<file path="config.mk">
export PLATFORM = sky130hd
export DESIGN_NAME = multi_server_fifo_dispatch_top
export DESIGN_NICKNAME = d
export VERILOG_FILES = /design/src/msfd_pkg.sv /design/src/msfd_ctrl.sv /design/src/msfd_datapath.sv /design/src/multi_server_fifo_dispatch_top.sv
export SDC_FILE = /design/constraint.sdc
export NUM_CORES = 2
export LEC_CHECK = 0
export ABC_AREA = 1
export BUFFER_PORTS_ARGS = -buffer_cell sky130_fd_sc_hd__buf_2
export CAP_MARGIN = 20
export CORE_MARGIN = 5
export CORE_UTILIZATION = 38
export DETAILED_ROUTE_END_ITERATION = 12
export PLACE_DENSITY = 0.56
export SYNTH_ARGS = -nofsm -noshare
export SYNTH_HDL_FRONTEND = slang
export SYNTH_SLANG_ARGS = --single-unit
export TNS_END_PERCENT = 5
</file>
<file path="constraint.sdc">
create_clock -name clk -period 12.6 [get_ports clk]
set_clock_uncertainty 0.1 [all_clocks]
set_input_delay 1.26 -clock clk [delete_from_list [all_inputs] [get_ports clk]]
set_output_delay 1.26 -clock clk [all_outputs]
set_load 0.03 [all_outputs]
</file>
<file path="src/msfd_pkg.sv">
package msfd_pkg;

    localparam int SERVERS    = 8;
    localparam int FIFO_DEPTH = 64;

    localparam int SRV_W  = (SERVERS > 1) ? $clog2(SERVERS) : 1;
    localparam int CNT_W  = $clog2(SERVERS + 1);
    localparam int PTR_W  = (FIFO_DEPTH > 1) ? $clog2(FIFO_DEPTH) : 1;
    localparam int FCNT_W = $clog2(FIFO_DEPTH + 1);

    typedef logic [7:0] svc_arr_t [SERVERS];

    typedef enum logic [1:0] {
        ST_IDLE,
        ST_VISIT,
        ST_FINISH
    } msfd_state_t;

    typedef struct packed {
        logic             accept;
        logic             visit;
        logic [SRV_W-1:0] idx;
        logic             finish;
    } msfd_cmd_t;

    typedef struct packed {
        logic [CNT_W-1:0] active;
        logic             out_free;
    } msfd_sts_t;

endpackage

</file>
<file path="src/msfd_ctrl.sv">
module msfd_ctrl
    import msfd_pkg::*;
(
    input  logic      clk,
    input  logic      rst_n,
    input  logic      in_valid,
    output logic      in_ready,
    input  msfd_sts_t sts,
    output msfd_cmd_t cmd
);

    msfd_state_t      state_reg, state_next;
    logic [SRV_W-1:0] idx_reg, idx_next;
    logic             last_srv;

    assign last_srv = (CNT_W'(idx_reg) == (sts.active - CNT_W'(1)));

    always_ff @(posedge clk or negedge rst_n)
    begin
        if (!rst_n)
        begin
            state_reg <= ST_IDLE;
            idx_reg   <= '0;
        end
        else
        begin
            state_reg <= state_next;
            idx_reg   <= idx_next;
        end
    end

    always_comb
    begin
        state_next = state_reg;
        idx_next   = idx_reg;
        unique case (state_reg)
            ST_IDLE:
            begin
                idx_next = '0;
                if (in_valid)
                begin
                    if (sts.active == '0)
                        state_next = ST_FINISH;
                    else
                        state_next = ST_VISIT;
                end
            end
            ST_VISIT:
            begin
                idx_next = idx_reg + SRV_W'(1);
                if (last_srv)
                    state_next = ST_FINISH;
            end
            ST_FINISH:
            begin
                if (sts.out_free)
                    state_next = ST_IDLE;
            end
            default:
            begin
                state_next = ST_IDLE;
            end
        endcase
    end

    always_comb
    begin
        in_ready   = 1'b0;
        cmd.accept = 1'b0;
        cmd.visit  = 1'b0;
        cmd.finish = 1'b0;
        cmd.idx    = idx_reg;
        unique case (state_reg)
            ST_IDLE:
            begin
                in_ready   = 1'b1;
                cmd.accept = in_valid;
            end
            ST_VISIT:
            begin
                cmd.visit = 1'b1;
            end
            ST_FINISH:
            begin
                cmd.finish = sts.out_free;
            end
            default:
            begin
                in_ready = 1'b0;
            end
        endcase
    end

endmodule

</file>
<file path="src/msfd_datapath.sv">
module msfd_datapath
    import msfd_pkg::*;
(
    input  logic        clk,
    input  logic        rst_n,
    input  msfd_cmd_t   cmd,
    output msfd_sts_t   sts,
    input  logic        cfg_we,
    input  logic [3:0]  cfg_data,
    input  logic        arrived,
    input  logic [2:0]  query_server,
    input  svc_arr_t    service_time,
    input  logic        out_ready,
    output logic        out_valid,
    output logic [6:0]  queue_length,
    output logic [31:0] total_arrivals,
    output logic [6:0]  peak_queue_length,
    output logic [47:0] total_wait,
    output logic [31:0] peak_wait,
    output logic [31:0] jobs_started,
    output logic [7:0]  busy_mask,
    output logic        arrival_dropped,
    output logic [31:0] queried_served,
    output logic [39:0] queried_busy_ticks
);

    localparam logic [31:0] MAX32 = 32'hFFFF_FFFF;

    logic [3:0]        active_reg;
    logic [31:0]       tick_reg;
    logic [31:0]       now_reg;
    logic [2:0]        query_reg;
    logic [7:0]        svc_reg [SERVERS];
    logic              arr_reg;
    logic [PTR_W-1:0]  head_reg, tail_reg;
    logic [FCNT_W-1:0] count_reg;
    logic [SERVERS-1:0] busy_reg;
    logic [7:0]        rem_reg    [SERVERS];
    logic [31:0]       served_reg [SERVERS];
    logic [39:0]       bticks_reg [SERVERS];
    logic [31:0]       arr_total_reg;
    logic [FCNT_W-1:0] qpeak_reg;
    logic [47:0]       wsum_reg;
    logic [31:0]       wpeak_reg;
    logic [31:0]       start_reg;
    logic              dropped_reg;
    logic              out_valid_reg;

    logic [31:0]       mem [FIFO_DEPTH];
    logic [31:0]       rd_data_reg;

    logic [CNT_W-1:0]  active_sat;
    logic              fifo_full;
    logic              wr_en;
    logic [PTR_W-1:0]  tail_inc, head_inc, rd_addr;
    logic [FCNT_W-1:0] count_push;
    logic              sel_busy;
    logic [7:0]        sel_rem, rem_dec, svc_fix;
    logic              pop;
    logic [31:0]       wait_val;
    logic [48:0]       wsum_add;
    logic [40:0]       bticks_add;

    assign active_sat = (32'(active_reg) > SERVERS) ? CNT_W'(SERVERS) : CNT_W'(active_reg);
    assign sts.active   = active_sat;
    assign sts.out_free = !out_valid_reg || out_ready;
    assign out_valid    = out_valid_reg;

    assign fifo_full  = (32'(count_reg) == FIFO_DEPTH);
    assign wr_en      = cmd.accept && arrived && !fifo_full;
    assign tail_inc   = (32'(tail_reg) == FIFO_DEPTH - 1) ? '0 : tail_reg + PTR_W'(1);
    assign head_inc   = (32'(head_reg) == FIFO_DEPTH - 1) ? '0 : head_reg + PTR_W'(1);
    assign count_push = count_reg + FCNT_W'(1);

    assign sel_busy   = busy_reg[cmd.idx];
    assign sel_rem    = rem_reg[cmd.idx];
    assign rem_dec    = (sel_rem != 8'd0) ? sel_rem - 8'd1 : 8'd0;
    assign svc_fix    = (svc_reg[cmd.idx] == 8'd0) ? 8'd1 : svc_reg[cmd.idx];
    assign pop        = cmd.visit && !sel_busy && (count_reg != '0);
    assign rd_addr    = pop ? head_inc : head_reg;
    assign wait_val   = now_reg - rd_data_reg;
    assign wsum_add   = {1'b0, wsum_reg} + {17'd0, wait_val};
    assign bticks_add = {1'b0, bticks_reg[cmd.idx]} + {33'd0, svc_fix};

    // read-before-write with bypass keeps rd_data_reg equal to the head entry
    always_ff @(posedge clk)
    begin
        if (wr_en)
            mem[tail_reg] <= tick_reg;
        if (wr_en && (tail_reg == rd_addr))
            rd_data_reg <= tick_reg;
        else
            rd_data_reg <= mem[rd_addr];
    end

    always_ff @(posedge clk or negedge rst_n)
    begin
        if (!rst_n)
        begin
            active_reg    <= 4'd8;
            tick_reg      <= '0;
            head_reg      <= '0;
            tail_reg      <= '0;
            count_reg     <= '0;
            busy_reg      <= '0;
            arr_total_reg <= '0;
            qpeak_reg     <= '0;
            wsum_reg      <= '0;
            wpeak_reg     <= '0;
            start_reg     <= '0;
            dropped_reg   <= 1'b0;
            out_valid_reg <= 1'b0;
            for (int i = 0; i < SERVERS; i++)
            begin
                rem_reg[i]    <= '0;
                served_reg[i] <= '0;
                bticks_reg[i] <= '0;
            end
        end
        else
        begin
            if (cfg_we)
                active_reg <= cfg_data;

            if (cmd.accept)
            begin
                now_reg     <= tick_reg;
                query_reg   <= query_server;
                arr_reg     <= arrived;
                svc_reg     <= service_time;
                dropped_reg <= arrived && fifo_full;
                if (tick_reg != MAX32)
                    tick_reg <= tick_reg + 32'd1;
                if (wr_en)
                begin
                    tail_reg  <= tail_inc;
                    count_reg <= count_push;
                    if (arr_total_reg != MAX32)
                        arr_total_reg <= arr_total_reg + 32'd1;
                    if (count_push > qpeak_reg)
                        qpeak_reg <= count_push;
                end
            end

            if (cmd.visit)
            begin
                if (sel_busy)
                begin
                    rem_reg[cmd.idx] <= rem_dec;
                    if (rem_dec == 8'd0)
                        busy_reg[cmd.idx] <= 1'b0;
                end
                else if (pop)
                begin
                    head_reg  <= head_inc;
                    count_reg <= count_reg - FCNT_W'(1);
                    wsum_reg  <= wsum_add[48] ? '1 : wsum_add[47:0];
                    if (wait_val > wpeak_reg)
                        wpeak_reg <= wait_val;
                    if (start_reg != MAX32)
                        start_reg <= start_reg + 32'd1;
                    busy_reg[cmd.idx] <= 1'b1;
                    rem_reg[cmd.idx]  <= svc_fix;
                    if (served_reg[cmd.idx] != MAX32)
                        served_reg[cmd.idx] <= served_reg[cmd.idx] + 32'd1;
                    bticks_reg[cmd.idx] <= bticks_add[40] ? '1 : bticks_add[39:0];
                end
            end

            if (cmd.finish)
                out_valid_reg <= 1'b1;
            else if (out_ready)
                out_valid_reg <= 1'b0;
        end
    end

    // result registers
    always_ff @(posedge clk)
    begin
        if (cmd.finish)
        begin
            queue_length      <= 7'(count_reg);
            total_arrivals    <= arr_total_reg;
            peak_queue_length <= 7'(qpeak_reg);
            total_wait        <= wsum_reg;
            peak_wait         <= wpeak_reg;
            jobs_started      <= start_reg;
            busy_mask         <= 8'(busy_reg);
            arrival_dropped   <= dropped_reg && arr_reg;
            if (32'(query_reg) < SERVERS)
            begin
                queried_served     <= served_reg[SRV_W'(query_reg)];
                queried_busy_ticks <= bticks_reg[SRV_W'(query_reg)];
            end
            else
            begin
                queried_served     <= '0;
                queried_busy_ticks <= '0;
            end
        end
    end

endmodule

</file>
<file path="src/multi_server_fifo_dispatch_top.sv">
// An accepted item visits each of the A active servers in turn,
//   A = active server count (0..8), then its result is registered once
//   the output is free. No new item is taken until then: the server
//   visit sequencer shares the single FIFO read port.
// Reset (rst_n low, async): counters zero, FIFO empty, servers idle,
//   active_servers = 8; FIFO storage is not cleared.
module multi_server_fifo_dispatch_top
    import msfd_pkg::*;
(
    input  logic        clk,
    input  logic        rst_n,
    input  logic        cfg_we,
    input  logic [3:0]  cfg_data,
    input  logic        in_valid,
    output logic        in_ready,
    input  logic        arrived,
    input  logic [2:0]  query_server,
    input  logic [7:0]  service_time_0,
    input  logic [7:0]  service_time_1,
    input  logic [7:0]  service_time_2,
    input  logic [7:0]  service_time_3,
    input  logic [7:0]  service_time_4,
    input  logic [7:0]  service_time_5,
    input  logic [7:0]  service_time_6,
    input  logic [7:0]  service_time_7,
    output logic        out_valid,
    input  logic        out_ready,
    output logic [6:0]  queue_length,
    output logic [31:0] total_arrivals,
    output logic [6:0]  peak_queue_length,
    output logic [47:0] total_wait,
    output logic [31:0] peak_wait,
    output logic [31:0] jobs_started,
    output logic [7:0]  busy_mask,
    output logic        arrival_dropped,
    output logic [31:0] queried_served,
    output logic [39:0] queried_busy_ticks
);

    msfd_cmd_t cmd;
    msfd_sts_t sts;
    svc_arr_t  service_time;

    assign service_time[0] = service_time_0;
    assign service_time[1] = service_time_1;
    assign service_time[2] = service_time_2;
    assign service_time[3] = service_time_3;
    assign service_time[4] = service_time_4;
    assign service_time[5] = service_time_5;
    assign service_time[6] = service_time_6;
    assign service_time[7] = service_time_7;

    msfd_ctrl u_ctrl (
        .clk      (clk),
        .rst_n    (rst_n),
        .in_valid (in_valid),
        .in_ready (in_ready),
        .sts      (sts),
        .cmd      (cmd)
    );

    msfd_datapath u_dp (
        .clk                (clk),
        .rst_n              (rst_n),
        .cmd                (cmd),
        .sts                (sts),
        .cfg_we             (cfg_we),
        .cfg_data           (cfg_data),
        .arrived            (arrived),
        .query_server       (query_server),
        .service_time       (service_time),
        .out_ready          (out_ready),
        .out_valid          (out_valid),
        .queue_length       (queue_length),
        .total_arrivals     (total_arrivals),
        .peak_queue_length  (peak_queue_length),
        .total_wait         (total_wait),
        .peak_wait          (peak_wait),
        .jobs_started       (jobs_started),
        .busy_mask          (busy_mask),
        .arrival_dropped    (arrival_dropped),
        .queried_served     (queried_served),
        .queried_busy_ticks (queried_busy_ticks)
    );

endmodule

</file>
==> metrics.log <==
INFO  metric pwr-share-seq = 32.7%
INFO  metric period_needed = 8.08 ns
INFO  metric outcome = finished, final reports clean
INFO  metric final_layout_size_suffix_gt1_share = 9.20%
INFO  metric vdd.ir_drop.worst = 0.000254 V
INFO  metric mean_instance_size_in_the_synthesized_netlist = 10.3 µm²
INFO  metric postCtsSetupBuffers = 0
INFO  metric critPathKind = flop to flop
INFO  metric core.rowCount = 225
INFO  metric drt.antenna.violating_nets = 0
INFO  metric grt_max_degree = 215
INFO  metric die-height = 624 µm
INFO  metric cts.htree.levels = 5
INFO  metric power_switching_share = 43.0%
INFO  metric number_of_global_route_vias_before_repair = 100000
INFO  metric groute.usage.overall = 23.3%
INFO  metric cellPowerDensity = 250 nW/µm²
INFO  metric num_io_pins = 318
INFO  metric place.port_buffers = 317
INFO  metric hold_violations = 0
INFO  metric drt_first_iter_violations = 11800
INFO  metric clkTransAtPathRegs = 0.06 ns
INFO  metric place.gp.congestion = 0.897
INFO  metric fp.dieW = 624 µm
INFO  metric clk-insertion-delay-late = 0.95 ns
INFO  metric final_util = 43.1%
INFO  metric critical_path.slowest_cell = sky130_fd_sc_hd__o32ai_1
INFO  metric end_kind = flop
INFO  metric synth-seq-area-share = 65.2%
INFO  metric max_fclk = 124 MHz
INFO  metric mappedNetlistArea = 143000 µm²
INFO  metric grt_setup_unrepaired = false
INFO  metric vias = 107000
INFO  metric cp_data_required_time = 13.27 ns
INFO  metric drt_drc_violations_left = 0
INFO  metric instance_area_after_placement = 150000 µm²
INFO  metric postSynth.asyncResetShare = 26.5%
INFO  metric slew_violations = 0
INFO  metric place_hpwl = 267 mm
INFO  metric routed_wl = 471 mm
INFO  metric crit_path_max_fanout = 154
INFO  metric start_util = 38.1%
INFO  metric timing.hold.worst.class = primary input to asynchronous set/reset pin
INFO  metric synth-warning-count = 0
INFO  metric syn_nets = 14100
INFO  metric avgViaCountPerCell = 5.52
INFO  metric final_area = 162000 µm²
INFO  metric clock_sink_count = 3254
INFO  metric yosys_most_used_dff = sky130_fd_sc_hd__edfxtp_1
INFO  metric power.combinational.fraction = 41.8%
INFO  metric post_cts_hold_buffer_count = 0
INFO  metric dpl.cell_count = 18700
INFO  metric drtPass1Iterations = 6
INFO  metric core_region_area = 376000 µm²
INFO  metric internal_power = 0.0230 W
INFO  metric pwr-share-clk = 25.5%
INFO  metric totalNegativeSetupSlack = 0 ns
INFO  metric start_kind = flop
INFO  metric number_of_distinct_library_cell_variants_in_the_gate_level_netlist_after_synthesis = 70
INFO  metric switchingPower = 0.0174 W
INFO  metric timing.max_cap.violations = 0
INFO  metric worst_ep_arrival_time = 8.75 ns
INFO  metric worst_pin_slew = 1.23 ns
INFO  metric timing.slew.headroom = 17.8%
INFO  metric max-clock-path-buffers = 4
INFO  metric tritoncts.num_buffers = 359
INFO  metric cts_resized = 0
INFO  metric static-leakage-power = 58.6 nW
INFO  metric flip_flop_and_latch_count_after_synthesis = 3254
INFO  metric antenna_found_initial = 26
INFO  metric grt_pass1_wl = 687 mm
INFO  metric layoutNonFillerInstCount = 19300
INFO  metric postSynthCellCount = 13900
INFO  metric tritoncts = done
INFO  metric min_period_over_period = 64.1%
INFO  metric setup_viol_count_final = 0
INFO  metric nets_finish = 14300
INFO  metric peak_per_stage_delay_on_the_critical_path = 0.83 ns
INFO  metric largest_reg_flops = 2048
INFO  metric synth_enable_flop_cells = 2387
INFO  metric clock_tree.root_cell = sky130_fd_sc_hd__clkbuf_16
INFO  metric crit_path_frequent_cell = sky130_fd_sc_hd__nand2_1
INFO  metric drt-wirelength-per-cell = 24.4 µm
INFO  metric globalRouteOverflowTotal = 0
INFO  metric area.growth.synth_to_final = 13.0%
INFO  metric floorplan.die_area = 389000 µm²
-- cells in the mapped netlist (4+ instances only) --
library cell,number,area (µm²)
sky130_fd_sc_hd__o21a_1,5,37.5
sky130_fd_sc_hd__or2_2,14,87.6
sky130_fd_sc_hd__nor2_1,1866,7000
sky130_fd_sc_hd__a21oi_1,369,1850
sky130_fd_sc_hd__nand3_1,238,1190
sky130_fd_sc_hd__buf_6,19,214
sky130_fd_sc_hd__nand2_2,13,81.3
sky130_fd_sc_hd__xnor2_1,61,534
sky130_fd_sc_hd__nor3b_1,4,30.0
sky130_fd_sc_hd__nand4_1,87,544
sky130_fd_sc_hd__o211ai_1,12,90.1
sky130_fd_sc_hd__o2111ai_1,6,52.6
sky130_fd_sc_hd__a221oi_1,42,368
sky130_fd_sc_hd__nor4_1,29,181
sky130_fd_sc_hd__a22oi_1,21,158
sky130_fd_sc_hd__dfrtp_1,860,21500
sky130_fd_sc_hd__nor3_1,62,310
sky130_fd_sc_hd__dfxtp_1,6,120
sky130_fd_sc_hd__a21boi_0,6,45.0
sky130_fd_sc_hd__o21bai_1,16,120
sky130_fd_sc_hd__clkbuf_2,8,40.0
sky130_fd_sc_hd__buf_4,50,375
sky130_fd_sc_hd__nand3_2,28,280
sky130_fd_sc_hd__o22ai_1,637,3990
sky130_fd_sc_hd__ha_1,127,1590
sky130_fd_sc_hd__nor2_4,6,67.6
sky130_fd_sc_hd__a31oi_1,110,688
sky130_fd_sc_hd__xor2_1,118,1030
sky130_fd_sc_hd__o32ai_1,31,272
sky130_fd_sc_hd__o21ai_1,263,1320
sky130_fd_sc_hd__clkbuf_1,596,2240
sky130_fd_sc_hd__inv_1,711,2670
sky130_fd_sc_hd__o21ai_0,1963,9820
sky130_fd_sc_hd__nor2_2,25,156
sky130_fd_sc_hd__edfxtp_1,2387,71700
sky130_fd_sc_hd__buf_1,52,195
sky130_fd_sc_hd__buf_2,76,380
sky130_fd_sc_hd__nand2_1,2871,10800
sky130_fd_sc_hd__o22a_1,10,87.6
sky130_fd_sc_hd__inv_2,28,105
sky130_fd_sc_hd__a21o_1,15,113
sky130_fd_sc_hd__nand3b_1,30,225
-- kinds of logic after synthesis --
kind of cell             after synthesis  synth area share (%)
AND/OR/NAND/NOR                     5288                  14.7
AO/OA/AOI/OAI                       3524                  13.4
flip-flops                          3254                  65.2
buffers and inverters               1546                  4.39
XOR/XNOR                             180                  1.11
adder cells (fa/ha/maj)              130                  1.15
multiplexers                           4                0.0297
-- layout make-up --
class / instances / area (µm²)
inverter: 742 / 2830
clock buffer: 458 / 9650
multi-input combinational: 9126 / 44100
fill: 35700 / 214000
timing repair buffer: 571 / 3730
antenna: 10 / 25.0
sequential: 3254 / 93400
tap: 4994 / 6250
clock inverter: 191 / 1730
-- placed cells by master, fill, tap and decap left out, types with 21 or more instances in the layout --
master	instances
sky130_fd_sc_hd__ha_1	127
sky130_fd_sc_hd__buf_4	234
sky130_fd_sc_hd__clkinv_1	73
sky130_fd_sc_hd__dfrtp_1	825
sky130_fd_sc_hd__nor2_1	1796
sky130_fd_sc_hd__o22ai_1	637
sky130_fd_sc_hd__clkinv_2	55
sky130_fd_sc_hd__xor2_1	118
sky130_fd_sc_hd__o21ai_0	1963
sky130_fd_sc_hd__nand2_1	2870
sky130_fd_sc_hd__nand4_1	87
sky130_fd_sc_hd__bufinv_16	24
sky130_fd_sc_hd__a31oi_1	110
sky130_fd_sc_hd__clkbuf_16	364
sky130_fd_sc_hd__nor4_1	29
sky130_fd_sc_hd__dfrtp_2	32
sky130_fd_sc_hd__nand3b_1	30
sky130_fd_sc_hd__nand3_2	28
sky130_fd_sc_hd__a22oi_1	21
sky130_fd_sc_hd__a221oi_1	42
sky130_fd_sc_hd__a21oi_1	368
sky130_fd_sc_hd__o21ai_1	263
sky130_fd_sc_hd__nand3_1	238
sky130_fd_sc_hd__buf_2	316
sky130_fd_sc_hd__clkbuf_1	75
sky130_fd_sc_hd__edfxtp_1	2387
sky130_fd_sc_hd__o32ai_1	31
sky130_fd_sc_hd__inv_2	24
sky130_fd_sc_hd__inv_1	707
sky130_fd_sc_hd__xnor2_1	61
sky130_fd_sc_hd__nor2_4	85
sky130_fd_sc_hd__nor3_1	62
-- through the flow --
stage	hold slack [ns]	power (W)	setup slack, ns
floorplan	0.323	0.0240	0.503
global placement	0.331	0.0300	4.58
detailed placement	0.340	0.0300	4.61
CTS	0.158	0.0403	4.59
global route	0.179	0.0426	3.92
finish	0.174	0.0404	4.52
-- power by group through the flow --
stage          Clock (W)  Combinational [W]  Sequential [W]
6_report          0.0103             0.0169          0.0132
5_1_grt           0.0109             0.0184          0.0132
4_1_cts           0.0105             0.0167          0.0132
3_5_place_dp           0             0.0166          0.0134
3_3_place_gp           0             0.0166          0.0134
2_1_floorplan          0             0.0105          0.0136
-- worst max-delay path, delay by kind of cell, from the launching register on --
kind                       cells  cell delay, ns
DFF                            1            0.53
adders and majority gates      2            0.77
xor gates and xnor gates       1            0.24
AOI/OAI and AO/OA             10            2.44
and+or+nand+nor               12            1.72
buffers and inverters          5            1.81
-- layer usage --
layer,routed length (µm),vias up,GRT usage [%]
li1,-,48800,-
met1,199000,53000,31.9
met2,218000,4299,37.8
met3,35800,765,3.56
met4,18300,6,8.28
met5,43,-,0
-- final timing paths --
check,slack [ns],depth (start not counted),endpoint,start
worst max-delay path,4.52,30,u_dp.wsum_reg[2]$_DFFE_PN0P_,flop
worst min-delay path,0.17,1,u_dp.bticks_reg[307]$_DFFE_PN0P_,rst_n
worst max register to register,4.52,30,u_dp.wsum_reg[2]$_DFFE_PN0P_,flop
worst min register to register,0.35,0,u_dp.peak_queue_length[2]$_DFFE_PP_,u_dp.qpeak_reg[2]$_DFFE_PN0P_
max in group asynchronous,9.21,4,u_dp.wsum_reg[10]$_DFFE_PN0P_,rst_n
min in group clk,0.35,0,u_dp.peak_queue_length[2]$_DFFE_PP_,u_dp.qpeak_reg[2]$_DFFE_PN0P_
(Power assumes the default switching activity.)
